<file path="config.mk">
export PLATFORM = sky130hd
export DESIGN_NAME = miu_div
export DESIGN_NICKNAME = d
export VERILOG_FILES = /design/src/rtl/miu_pkg.sv /design/src/rtl/miu_div.sv
export SDC_FILE = /design/constraint.sdc
export NUM_CORES = 1
export LEC_CHECK = 0
export CAP_MARGIN = 10
export CORE_AREA = 2 2 125 127
export DETAILED_ROUTE_END_ITERATION = 8
export DIE_AREA = 0 0 127 129
export DONT_BUFFER_PORTS = 1
export PLACE_DENSITY = 0.72
export SKIP_CTS_REPAIR_TIMING = 1
export SYNTH_ARGS = -nofsm -noshare
export SYNTH_HDL_FRONTEND = slang
export SYNTH_SLANG_ARGS = --single-unit
export TNS_END_PERCENT = 30
</file>
<file path="constraint.sdc">
create_clock -name clk -period 4.4 [get_ports clk]
set_clock_uncertainty 0.1 [all_clocks]
set_input_delay 0.44 -clock clk [delete_from_list [all_inputs] [get_ports clk]]
set_output_delay 0.44 -clock clk [all_outputs]
set_load 0.05 [all_outputs]
</file>
<file path="src/rtl/miu_pkg.sv">
// shared types, op codes and constants of the integer execute unit
package miu_pkg;

    localparam int unsigned DataWidth     = 32;
    localparam int unsigned RegCount      = 32;
    localparam int unsigned RegIndexWidth = 5;
    localparam logic [31:0] TopMask       = 32'hF000_0000;
    localparam logic [4:0]  LinkReg       = 5'd31;

    typedef enum logic [5:0] {
        OP_ADD   = 6'd0,  OP_ADDU  = 6'd1,  OP_ADDI  = 6'd2,  OP_ADDIU = 6'd3,
        OP_AND   = 6'd4,  OP_ANDI  = 6'd5,  OP_DIV   = 6'd6,  OP_DIVU  = 6'd7,
        OP_MULT  = 6'd8,  OP_MULTU = 6'd9,  OP_NOR   = 6'd10, OP_OR    = 6'd11,
        OP_ORI   = 6'd12, OP_SLL   = 6'd13, OP_SLLV  = 6'd14, OP_SRA   = 6'd15,
        OP_SRAV  = 6'd16, OP_SRL   = 6'd17, OP_SRLV  = 6'd18, OP_SUB   = 6'd19,
        OP_SUBU  = 6'd20, OP_XOR   = 6'd21, OP_XORI  = 6'd22, OP_LHI   = 6'd23,
        OP_LLO   = 6'd24, OP_SLT   = 6'd25, OP_SLTU  = 6'd26, OP_SLTI  = 6'd27,
        OP_SLTIU = 6'd28, OP_BEQ   = 6'd29, OP_BGTZ  = 6'd30, OP_BLEZ  = 6'd31,
        OP_BNE   = 6'd32, OP_J     = 6'd33, OP_JAL   = 6'd34, OP_JALR  = 6'd35,
        OP_JR    = 6'd36, OP_MFHI  = 6'd37, OP_MFLO  = 6'd38, OP_MTHI  = 6'd39,
        OP_MTLO  = 6'd40
    } op_t;

    typedef enum logic [2:0] {
        ST_CLEAR, ST_IDLE, ST_READ, ST_EXEC, ST_MUL, ST_DIV, ST_OUT
    } state_t;

    // request and reply of the divide unit
    typedef struct packed {
        logic        start;
        logic        is_signed;
        logic [31:0] dividend;
        logic [31:0] divisor;
    } div_req_t;

    typedef struct packed {
        logic        done;
        logic [31:0] quotient;
        logic [31:0] remainder;
    } div_rsp_t;

endpackage

</file>
<file path="src/rtl/miu_div.sv">
// radix-2 restoring divider, one quotient bit per cycle
module miu_div
    import miu_pkg::*;
(
    input  logic     clk,
    input  logic     rst_n,
    input  div_req_t req,
    output div_rsp_t rsp
);
    logic        busy_reg, busy_next;
    logic [5:0]  count_reg, count_next;
    logic [31:0] rem_reg, rem_next;
    logic [31:0] quo_reg, quo_next;
    logic [31:0] dvs_reg, dvs_next;
    logic        negq_reg, negq_next;
    logic        negr_reg, negr_next;
    logic        done_reg, done_next;
    logic [32:0] trial;
    logic [32:0] shifted;
    logic [31:0] abs_a, abs_b;

    // operand magnitudes
    assign abs_a = (req.is_signed && req.dividend[31]) ? 32'(-req.dividend) : req.dividend;
    assign abs_b = (req.is_signed && req.divisor[31]) ? 32'(-req.divisor) : req.divisor;
    assign shifted = {rem_reg, quo_reg[31]};
    assign trial = shifted - {1'b0, dvs_reg};

    // iteration
    always_comb
    begin
        busy_next  = busy_reg;
        count_next = count_reg;
        rem_next   = rem_reg;
        quo_next   = quo_reg;
        dvs_next   = dvs_reg;
        negq_next  = negq_reg;
        negr_next  = negr_reg;
        done_next  = 1'b0;
        if (req.start)
        begin
            busy_next  = 1'b1;
            count_next = 6'd0;
            rem_next   = '0;
            quo_next   = abs_a;
            dvs_next   = abs_b;
            negq_next  = req.is_signed && (req.dividend[31] ^ req.divisor[31]);
            negr_next  = req.is_signed && req.dividend[31];
        end
        else if (busy_reg)
        begin
            if (!trial[32])
            begin
                rem_next = trial[31:0];
                quo_next = {quo_reg[30:0], 1'b1};
            end
            else
            begin
                rem_next = shifted[31:0];
                quo_next = {quo_reg[30:0], 1'b0};
            end
            count_next = count_reg + 6'd1;
            if (count_reg == 6'd31)
            begin
                busy_next = 1'b0;
                done_next = 1'b1;
            end
        end
    end

    always_ff @(posedge clk or negedge rst_n)
    begin
        if (!rst_n)
        begin
            busy_reg <= 1'b0;
            done_reg <= 1'b0;
            count_reg <= '0;
        end
        else
        begin
            busy_reg <= busy_next;
            done_reg <= done_next;
            count_reg <= count_next;
        end
    end

    always_ff @(posedge clk)
    begin
        rem_reg  <= rem_next;
        quo_reg  <= quo_next;
        dvs_reg  <= dvs_next;
        negq_reg <= negq_next;
        negr_reg <= negr_next;
    end

    // sign fixup of the result
    assign rsp.done      = done_reg;
    assign rsp.quotient  = negq_reg ? 32'(-quo_reg) : quo_reg;
    assign rsp.remainder = negr_reg ? 32'(-rem_reg) : rem_reg;
endmodule

</file>
==> flow_metrics.env <==
export IMPL_cts_buffer_depth=2
export IMPL_portBuffers=0
export IMPL_finalSetupTns_ps=0
export IMPL_gp_congestion=0.940
export IMPL_die_area_mm2=0.0164
export IMPL_setup_ws_ps=465
export IMPL_std_cell_rows=45
export IMPL_dpl_worst_slack_ps=770
export IMPL_synthAdderAreaFrac=0.0566
export IMPL_drc=0
export IMPL_dieHeight_um=129
export IMPL_max_stage_delay_ps=500
export IMPL_io_pins=133
export IMPL_hpwl_um=15300
export IMPL_synth_seq_cells=106
export IMPL_slew_viol_final=0
export IMPL_maxSlewHeadroom=0.182
export IMPL_hold_viol_final=0
export IMPL_areaGrowthSynthToFinish_pct=7.54
export IMPL_maxCapViolations=0
export IMPL_synthFlopType="edfxtp_1"
export IMPL_worstMarginPinSlew_ps=1220
export IMPL_clock_sinks=106
export IMPL_hp_class="in2reg"
export IMPL_start_util=0.570
export IMPL_crit_type="reg2out"
export IMPL_rsz0062_at_grt="false"
export IMPL_wire_per_inst_um=16.6
export IMPL_worstSetupStartpointType="flip-flop"
export IMPL_diodes=0
export IMPL_synth_distinct_cells=69
export IMPL_path_max_fanout=4
export IMPL_synthesis_nets=1122
export IMPL_routed_wl_um=20100
export IMPL_cp_end_kind="output pin"
export IMPL_cts_htree_levels=3
export IMPL_status="finished clean"
export IMPL_synthSimpleGateAreaFrac=0.192
export IMPL_async_reset_ff_frac=0.0755
export IMPL_syn_area_per_cell_um2=8.40
export IMPL_crit_slowest_cell="xnor2_1"
export IMPL_drive_above_1_share=0.0768
export IMPL_arrival_ps=3400
export IMPL_grt_pass1_wl_um=32300
export IMPL_fin_nets=1129
export IMPL_dr_total_vias=7252
export IMPL_yosys_warnings=0
export IMPL_worstPathRequired_ps=3860
export IMPL_final_cell_mix="117 x nor2_1, 116 x nand2_1, 105 x xnor2_1"
export IMPL_antenna_found_initial=0
export IMPL_die_x_um=127
export IMPL_fin_crit_ps=3940
export IMPL_syn_inst=1016
export IMPL_grt_usage=0.243
export IMPL_cts_buffers_inserted=9
export IMPL_fillers=1350
export IMPL_grt_pass1_vias=6474
export IMPL_synth_top_family_by_area="compound AO/OA/AOI/OAI gates"
export IMPL_grt_max_degree=146
export IMPL_synthXorXnorAreaFrac=0.156
export IMPL_synth_edf_count=66
export IMPL_min_period_over_period=0.894
export IMPL_path_cells="nor4_1 > nand3_1 > o31ai_1 > a21boi_0 > o21ai_0 > a21oi_1 > xnor2_1"
export IMPL_overflow=0
export IMPL_core_area_mm2=0.0150
export IMPL_synth_mux_area_frac=0.00484
export IMPL_insertion_delay_ps=350
export IMPL_synth_area_mm2=0.00853
export IMPL_synth_compound_area_frac=0.211
export IMPL_drtIter0Drc=535
export IMPL_ys_seq_area_frac=0.331
export IMPL_setup_viol=0
export IMPL_via_per_inst=5.96
export IMPL_final_common_cell="nor2_1"
export IMPL_firstDrtPassIters=5
export IMPL_path_clk_slew_ps=70
export IMPL_final_antenna_net_count=0
export IMPL_clock_root_buffer="clkbuf_16"
export IMPL_clock_fmax_mhz=254
export IMPL_cts_tree="done"
-- cell type report --
class,count,area [µm²],share of cell area
Tap cell,188,235,0.0256
Clock inverter,2,17.5,0.00191
Timing Repair Buffer,43,325,0.0355
Multi-Input combinational cell,812,5300,0.578
Sequential cell,106,2820,0.308
Clock buffer,14,275,0.0300
Inverter,51,191,0.0209
-- cell families (layout without fill, tap and decap cells) --
group | after synthesis | count (layout)
simple gates | 354 | 354
compound gates | 265 | 265
xor+xnor | 151 | 151
flops | 106 | 106
buf+inv | 98 | 110
fa+ha+maj | 38 | 38
mux | 4 | 4
-- Yosys cell counts, types with 13 or more instances --
| cell type | count | area share |
|---|---|---|
| nand2b_1 | 15 | 0.011 |
| a311oi_1 | 21 | 0.022 |
| xnor2_1 | 106 | 0.11 |
| xor2_1 | 44 | 0.045 |
| edfxtp_1 | 66 | 0.23 |
| a21o_1 | 23 | 0.020 |
| nor2_1 | 117 | 0.051 |
| o31ai_1 | 29 | 0.026 |
| nand3_1 | 16 | 0.0094 |
| nor3_1 | 16 | 0.0094 |
| o41ai_1 | 18 | 0.018 |
| clkbuf_1 | 34 | 0.015 |
| or4_1 | 13 | 0.011 |
| dfxtp_1 | 32 | 0.075 |
| inv_1 | 51 | 0.022 |
| a21oi_1 | 75 | 0.044 |
| o21ai_0 | 48 | 0.028 |
| ha_1 | 37 | 0.054 |
| nand2_1 | 116 | 0.051 |
-- per-stage QoR --
| step | hold WS, ps | instance area (µm²) | util | instances |
|---|---|---|---|---|
| finish | 79.3 | 9170 | 0.612 | 1216 |
| detailed placement | 44.6 | 8870 | 0.592 | 1199 |
| CTS | -332 | 9160 | 0.612 | 1215 |
| floorplan | 44.4 | 8530 | - | 1016 |
| global route | 68.8 | 9170 | 0.612 | 1216 |
| global placement | 44.6 | 8870 | 0.592 | 1199 |
-- routing by layer --
metal  GRT usage  part of all wire  up-vias
li1            -                 -     3657
met1       0.368              0.49     3355
met3      0.0395             0.052       22
met5           0                 0        -
met4      0.0549             0.015        0
met2       0.367              0.44      218
-- critical path, delay by kind of cell (launching register included) --
| family | cells | cell delay (ps) |
|---|---|---|
| AOI/OAI and AO/OA | 4 | 1400 |
| and+or+nand+nor | 2 | 710 |
| xor gates and xnor gates | 1 | 500 |
| DFF | 1 | 440 |
-- final timing paths --
path                                     startpoint                       end  slack (ps)  cells after the start
max reg2reg                   quo_reg[31]$_DFFE_PP_  rem_reg[11]$_SDFFE_PP0P_         730                     13
min                                         req[65]  rem_reg[13]$_SDFFE_PP0P_          80                      1
max                            quo_reg[7]$_DFFE_PP_                   rsp[61]         460                      7
min in group asynchronous                     rst_n  count_reg[2]$_DFFE_PN0P_         330                      1
max in group asynchronous                     rst_n        busy_reg$_DFF_PN0_        3590                      1
min reg2reg                rem_reg[13]$_SDFFE_PP0P_  rem_reg[14]$_SDFFE_PP0P_         440                      2
Power is not shown: default switching activity piles up to over one toggle a cycle in this logic, so the estimate is an artifact.
