==> config.mk <==
export PLATFORM = sky130hd
export DESIGN_NAME = miu_ram
export DESIGN_NICKNAME = d
export VERILOG_FILES = /design/src/rtl/miu_ram.sv
export SDC_FILE = /design/constraint.sdc
export NUM_CORES = 1
export LEC_CHECK = 0
export BUFFER_PORTS_ARGS = -buffer_cell sky130_fd_sc_hd__buf_4
export CORE_UTILIZATION = 38
export DETAILED_ROUTE_END_ITERATION = 8
export MAX_ROUTING_LAYER = met4
export SETUP_SLACK_MARGIN = 0.5
export SYNTH_ARGS = -nofsm -noshare
export SYNTH_HDL_FRONTEND = slang
export SYNTH_SLANG_ARGS = --single-unit
==> constraint.sdc <==
create_clock -name clk -period 4.6 [get_ports clk]
set_clock_uncertainty 0.2 [all_clocks]
set_input_delay 1.15 -clock clk [delete_from_list [all_inputs] [get_ports clk]]
set_output_delay 1.15 -clock clk [all_outputs]
set_load 0.01 [all_outputs]
==> src/rtl/miu_ram.sv <==
// generic single write port, single read port ram with registered read
module miu_ram #(
    parameter int unsigned Width = 32,
    parameter int unsigned Depth = 32
) (
    input  logic                     clk,
    input  logic                     we,
    input  logic [$clog2(Depth)-1:0] waddr,
    input  logic [Width-1:0]         wdata,
    input  logic [$clog2(Depth)-1:0] raddr,
    output logic [Width-1:0]         rdata
);
    logic [Width-1:0] mem [Depth];

    // write and registered read
    always_ff @(posedge clk)
    begin
        if (we)
        begin
            mem[waddr] <= wdata;
        end
        rdata <= mem[raddr];
    end
endmodule

==> summary.txt, run 1 <==
Pwr
  • Static Leakage: 16.1 nW
  • Design Power: 20.4 mW
  • Peak supply drop: 0.325 mV
  • Power per cell area: 438 nW/um^2

Timing
  • Final hold vios: 0
  • Min Clock Period, post-route: 3.09 ns
  • Final max-slew violation count: 0
  • Worst rel slew slack: 24.3%
  • Total Neg Setup Slack: 0 ns
  • Final period util: 67.1%
  • Final WS setup: 1.51 ns
  • # setup viols final: 0
  • RSZ-0062 raised after global routing: no
  • Worst slew pin tran: 1.13 ns
  • WHS: 0.404 ns
  • Max Fclk: 324 MHz

Yosys
  • Synth Area in Compound Gates: 4.85%
  • Netlist cell types: 25
  • Seq cells post-synth: 1056
  • Simple-gate portion of the synthesized area: 3.10%
  • Largest family of logic cells by synthesized area: multiplexers
  • Synth Area in Adders: 0%
  • XOR/XNOR share of the synthesized area: 0%
  • Avg Inst Size Synth: 17.9 sq um
  • Syn Std Cell Area: 40500 sq um
  • Cells after synthesis: 2260
  • Synth Net Count: 2304
  • Mux cell area share after synthesis: 12.7%
  • Post-synthesis sequential area ratio: 77.5%
  • Yosys warns: 0

Die
  • Die Width: 328 um
  • Die Span Y: 328 um
  • Io pins: 76
  • Initial Util: 38.4%
  • Cell row count: 119
  • DIE AREA: 108000 sq um
  • Core region area: 105000 sq um

Clock network
  • Sink Count: 1056
  • Setup bufs post-CTS: 0
  • Post_cts resized: 0
  • Clock slew at reported path FFs: 0.06 ns
  • Clk_lat worst skew: 0.68 ns
  • Hold buffers post-CTS: 0
  • CTS tree: yes
  • CTS max path bufs: 3
  • CTS HTree Levels: 3
  • Number of CTS-inserted buffers: 106
  • CTS root buf: clkbuf_16

Setup path
  • R2R Path End: rdata[14]
  • WP data arrival: 3.31 ns
  • Crit path capture type: flip-flop
  • Crit path max fanout: 45
  • Critical path class: input pin to flip-flop
  • RR Startpoint: mem[0][14]
  • Critical path launch point type: input pin
  • WP data required: 4.82 ns
  • Reg2reg setup slack: 2.52 ns
  • Worst Setup EP: rdata[14]
  • Cells on worst reg2reg path: 5
  • Setup crit start: raddr[0]

GRT
  • Vias in the first global route: 21100
  • Grt total ovfl: 0
  • Largest net degree at the start of global routing: 66
  • First-pass GRT wire length: 143000 um
  • GR Util All Layers: 18.7%
  • Antenna violations before repair: 4

Drt
  • Antenna viol nets, final: 0
  • Wire per inst: 25.3 um
  • Residual DRC: 20
  • Vias/cell: 5.38
  • Vias post-DR: 20900
  • Initial DRC count: 1999
  • Final WL: 98000 um
  • DRT Pass-1 Iters: 7

Place
  • Dpl ws: 0.929 ns
  • Post-DP HPWL: 56500 um
  • PortBufs: 75
  • GPL Wtd Cong: 0.807

Hold path
  • Hold Path Origin: mem[17][4]
  • Tightest Hold Check Type: flip-flop to flip-flop

Layout
  • Share of cells above drive strength 1: 13.9%
  • Nets@finish: 2434
  • Area added between synthesis and finish: 15.2%

Run status
  • Status: complete, but fails checks
  • Failing checks: DRC

Job
  • Max Cap Violations: 0
## power breakdown
part	switching (mW)	internal (mW)
logic	0.703	0.360
registers	0.0582	10.7
clock network	3.54	5.06
total	4.30	16.1
## per-layer routing
layer	up-vias	GRT usage (%)	wire length (um)
li1	9263	-	-
met1	10800	24.6	42300
met2	631	29.3	47000
met3	170	2.56	5290
met4	0	7.22	3450
met5	-	-	0
## flip-flops by register name, summed over array words and instances (netlist names)
name	cells
mem	1024
rdata	32
## synthesized netlist by cell type, drive strengths merged
master     n  area, sq um
edfxtp  1024        30700
mux2i    512         5120
nand2     98          368
nand3     98          490
a21oi     96          480
a22oi     96          721
buf       79          566
a22o      64          561
clkbuf    48          188
nor2      34          128
a31oi     32          200
dfxtp     32          641
nor3      32          160
nand3b     5         37.5
or3b       3         26.3
nand2b     2         12.5
and2       1         6.26
and2b      1         7.51
nor2b      1         6.26
or2        1         6.26
or3        1         6.26
## stage by stage
| step | util, % | area, sq um | cells |
|---|---|---|---|
| floorplan | - | 40500 | 2260 |
| global route | 44.2 | 46600 | 3873 |
| CTS | 44.2 | 46600 | 3872 |
| global placement | 40.9 | 43100 | 3673 |
| detailed placement | 40.9 | 43100 | 3673 |
| finish | 44.2 | 46600 | 3874 |
## layout by cell type (no fill, tap or decap)
cell        instances
mux2i_1           512
inv_6               4
clkinv_4            2
buf_8               1
clkinv_8            2
and2b_4             1
edfxtp_1         1024
clkinv_2           16
a31oi_1            32
clkinv_1           22
bufinv_16          11
a22oi_1            96
or3b_2              3
buf_4             128
nand2_2             1
clkbuf_1           24
nor2_4             33
nor2_1              1
diode_2             2
clkbuf_8            6
and2_4              1
nor2b_4             1
nor3_1             32
a21oi_1            96
nand2_1            97
nand3_1            98
nand2b_2            2
clkinvlp_4          2
dfxtp_1            32
clkbuf_16         109
or2_2               1
a22o_1             64
inv_16              1
or3_1               1
buf_12             20
nand3b_1            5
## critical path: stages
cell and delay (ns):
buf_8 0.31, buf_12 0.35, mux2i_1 0.30, a22o_1 0.18
nor3_1 0.06, a31oi_1 0.43, nand3_1 0.39
## kinds of logic (layout without fill, tap and decap cells)
| family | after synthesis | in the layout |
|---|---|---|
| AOI/OAI and AO/OA | 288 | 288 |
| buffers and inverters | 127 | 348 |
| muxes | 512 | 512 |
| other | 0 | 2 |
| DFF | 1056 | 1056 |
| and+or+nand+nor | 277 | 277 |
## layout make-up
class	count	area [sq um]
antenna	2	5.00
clock buffer	139	2900
clock inverter	60	613
tap	1391	1740
fill	9044	58800
sequential	1056	31400
multi-input combinational	1077	8610
timing repair buffer	149	1380
## how the worst min path moves through the flow
stage,endpoint,slack (ns),cells past startpoint
2_1_floorplan,rdata[10],0.35,4
3_3_place_gp,rdata[1],0.39,4
3_5_place_dp,rdata[4],0.39,4
4_1_cts,rdata[4],0.40,4
5_1_grt,rdata[12],0.46,4
6_report,rdata[4],0.40,4
Power figures use the tool's default switching activity.
==> inputs of run 2 (changes only) <==
--- a/config.mk
+++ b/config.mk
@@ -5,6 +5,7 @@
 export SDC_FILE = /design/constraint.sdc
 export NUM_CORES = 1
 export LEC_CHECK = 0
+export ABC_AREA = 1
 export BUFFER_PORTS_ARGS = -buffer_cell sky130_fd_sc_hd__buf_4
 export CORE_UTILIZATION = 38
 export DETAILED_ROUTE_END_ITERATION = 8
==> constraint.sdc (replaced) <==
create_clock -name clk -period 3 [get_ports clk]
set_clock_uncertainty 0.2 [all_clocks]
set_input_delay 0.75 -clock clk [delete_from_list [all_inputs] [get_ports clk]]
set_output_delay 0.75 -clock clk [all_outputs]
set_load 0.01 [all_outputs]
==> run 2 against run 1 <==
Compared with the run above:
- the run now ends clean
- die area increased by 4.7%
- register-to-register slack got worse by 0.85 ns
- worst hold slack worse by 0.14 ns
- clock power up 53%
- combinational power rose by 82%
- routed wire length is 18% higher
- sequential power up 53%
- via count rose by 30%
- non-clock buffer count up 22
- sequential share of layout area fell by 2.7 points
==> summary.txt, run 2 <==
GRT
  • Vias in the first global route: 26000
  • Largest net degree at the start of global routing: 108
  • GR Util All Layers: 21.1%
  • First-pass GRT wire length: 170000 um
  • Grt total ovfl: 0
  • Antenna violations before repair: 4

Yosys
  • Synth Net Count: 3580
  • Post-synth top area share: 72.5%
  • Top cell type by total area after synthesis: edfxtp_1
  • Most frequent cell after synthesis: nand2_1
  • Netlist cell types: 14
  • Post-synthesis sequential area ratio: 74.0%
  • Yosys warns: 0
  • Syn Std Cell Area: 42400 sq um
  • Synth area leaders: edfxtp_1, nand2_1, nand3_1
  • Seq cells post-synth: 1056
  • Cells after synthesis: 3536
  • Avg Inst Size Synth: 12.0 sq um
  • Commonest cells post-synth: nand2_1, edfxtp_1, nand3_1
  • Post-synth ARST share: 0%
  • EDFF count, synth: 1024
  • Main synth FF type: edfxtp_1

Clock network
  • Number of CTS-inserted buffers: 108
  • Sink Count: 1056
  • CTS max path bufs: 3
  • Clock slew at reported path FFs: 0.06 ns
  • CTS tree: yes
  • Clk_lat worst skew: 0.69 ns
  • CTS HTree Levels: 3
  • Post_cts resized: 0
  • CTS root buf: clkbuf_16
  • Setup bufs post-CTS: 0
  • Hold buffers post-CTS: 0

Place
  • GPL Wtd Cong: 0.761
  • Placement Cell Area: 45100 sq um
  • Dpl ws: 0.438 ns
  • Cells after DPL: 4977
  • Post-DP HPWL: 56000 um
  • PortBufs: 75

Timing
  • Min Clock Period, post-route: 2.35 ns
  • WHS: 0.265 ns
  • Final max-slew violation count: 0
  • Worst rel slew slack: 59.4%
  • Final WS setup: 0.651 ns
  • Final period util: 78.3%
  • Max Fclk: 426 MHz
  • Worst slew pin tran: 0.609 ns
  • Total Neg Setup Slack: 0 ns
  • Final hold vios: 0
  • # setup viols final: 0
  • RSZ-0062 raised after global routing: no

Layout
  • Area added between synthesis and finish: 14.6%
  • Max FFs per register: 1024
  • Most common cell after layout, fill and taps aside: nand2_1
  • Multi-input combinational cell area: 9670 sq um
  • Post-Layout Inst Area: 48600 sq um
  • Fillers: 9997
  • FF/Latch Area: 31400 sq um
  • Commonest non-fill, non-tap cells in the layout: nand2_1, edfxtp_1, nand3_1
  • Biggest regs: mem: 1024 flops, rdata: 32 flops
  • Layout Cells excl Fill: 5185
  • Nets@finish: 3643
  • Top reg by flops: mem
  • Share of cells above drive strength 1: 9.78%
  • Fin util: 43.9%

Drt
  • Vias post-DR: 27000
  • Final WL: 115000 um
  • Vias/cell: 5.21
  • DRT Pass-1 Iters: 5
  • Antenna viol nets, final: 0
  • Initial DRC count: 2674
  • Wire per inst: 22.3 um
  • Residual DRC: 0

Hold path
  • Hold Path Origin: wdata[17]
  • Tightest Hold Check Type: input pin to flip-flop

Setup path
  • Crit path buf inv count: 1
  • Top Family by Delay on Critical Path: flip-flops
  • WP data arrival: 1.40 ns
  • Critical path launch point type: flip-flop
  • RR Startpoint: mem[31][20]
  • Crit path capture type: primary output
  • Critical path class: flip-flop to primary output
  • Crit path max fanout: 1
  • Slowest cell on the critical path: dfxtp_1
  • WP data required: 2.05 ns
  • Critical path cell sequence: buf_4
  • Setup crit start: rdata[15]
  • CP peak stage delay: 0.52 ns

Die
  • Cell row count: 122
  • Core region area: 111000 sq um
  • Io pins: 76
  • Die Width: 336 um
  • Initial Util: 38.3%
  • DIE AREA: 113000 sq um
  • Die Span Y: 336 um

Pwr
  • Sw Share: 22.1%
  • Comb power frac: 6.1%
  • Internal Power: 24.6 mW
  • Clock share of power: 41.8%
  • Flop pwr share: 52.1%
  • Static Leakage: 17.6 nW
  • Power per cell area: 652 nW/um^2
  • Net switching power: 7.01 mW
  • Peak supply drop: 0.506 mV
  • Design Power: 31.7 mW

Run status
  • Status: finished, final reports clean

Job
  • Max Cap Violations: 0
run 2: worst paths after layout:
kind | to | slack, ns | cells after the start
worst max-delay path | rdata[15] | 0.65 | 1
worst min-delay path | mem[17][17] | 0.26 | 1
worst max register to register | rdata[20] | 1.67 | 8
worst min register to register | rdata[5] | 0.54 | 8
run 2: area by class of cell:
cell class	count	area share (%)
Sequential cell	1056	64.6
Multi-Input combinational cell	2252	19.9
Clock buffer	154	6.30
Timing Repair Buffer	171	4.30
Tap cell	1488	3.83
Clock inverter	50	0.894
Inverter	10	0.139
Antenna cell	4	0.0206
run 2: per-layer routing:
| metal | vias up | track usage (%) | part of all wire, % |
|---|---|---|---|
| met2 | 991 | 34.4 | 49 |
| met3 | 205 | 3.29 | 6.7 |
| met5 | - | - | 0 |
| li1 | 12500 | - | - |
| met1 | 13300 | 27.2 | 42 |
| met4 | 0 | 6.10 | 2.6 |
run 2: kinds of logic (layout without fill, tap and decap cells):
| group | Yosys count | count (layout) | synth area share, % |
|---|---|---|---|
| and+or+nand+nor | 2252 | 2252 | 22.2 |
| DFF | 1056 | 1056 | 74.0 |
| buffers and inverters | 228 | 385 | 3.74 |
| other | 0 | 4 | 0 |
run 2: power by group through the flow:
stage	Sequential, mW	Combinational (mW)	Clock (mW)
after floorplan	16.8	1.13	0
after global placement	16.8	1.92	0
after detailed placement	16.8	1.94	0
after CTS	16.5	1.95	13.4
after global routing	16.5	2.14	14.0
final	16.5	1.93	13.2
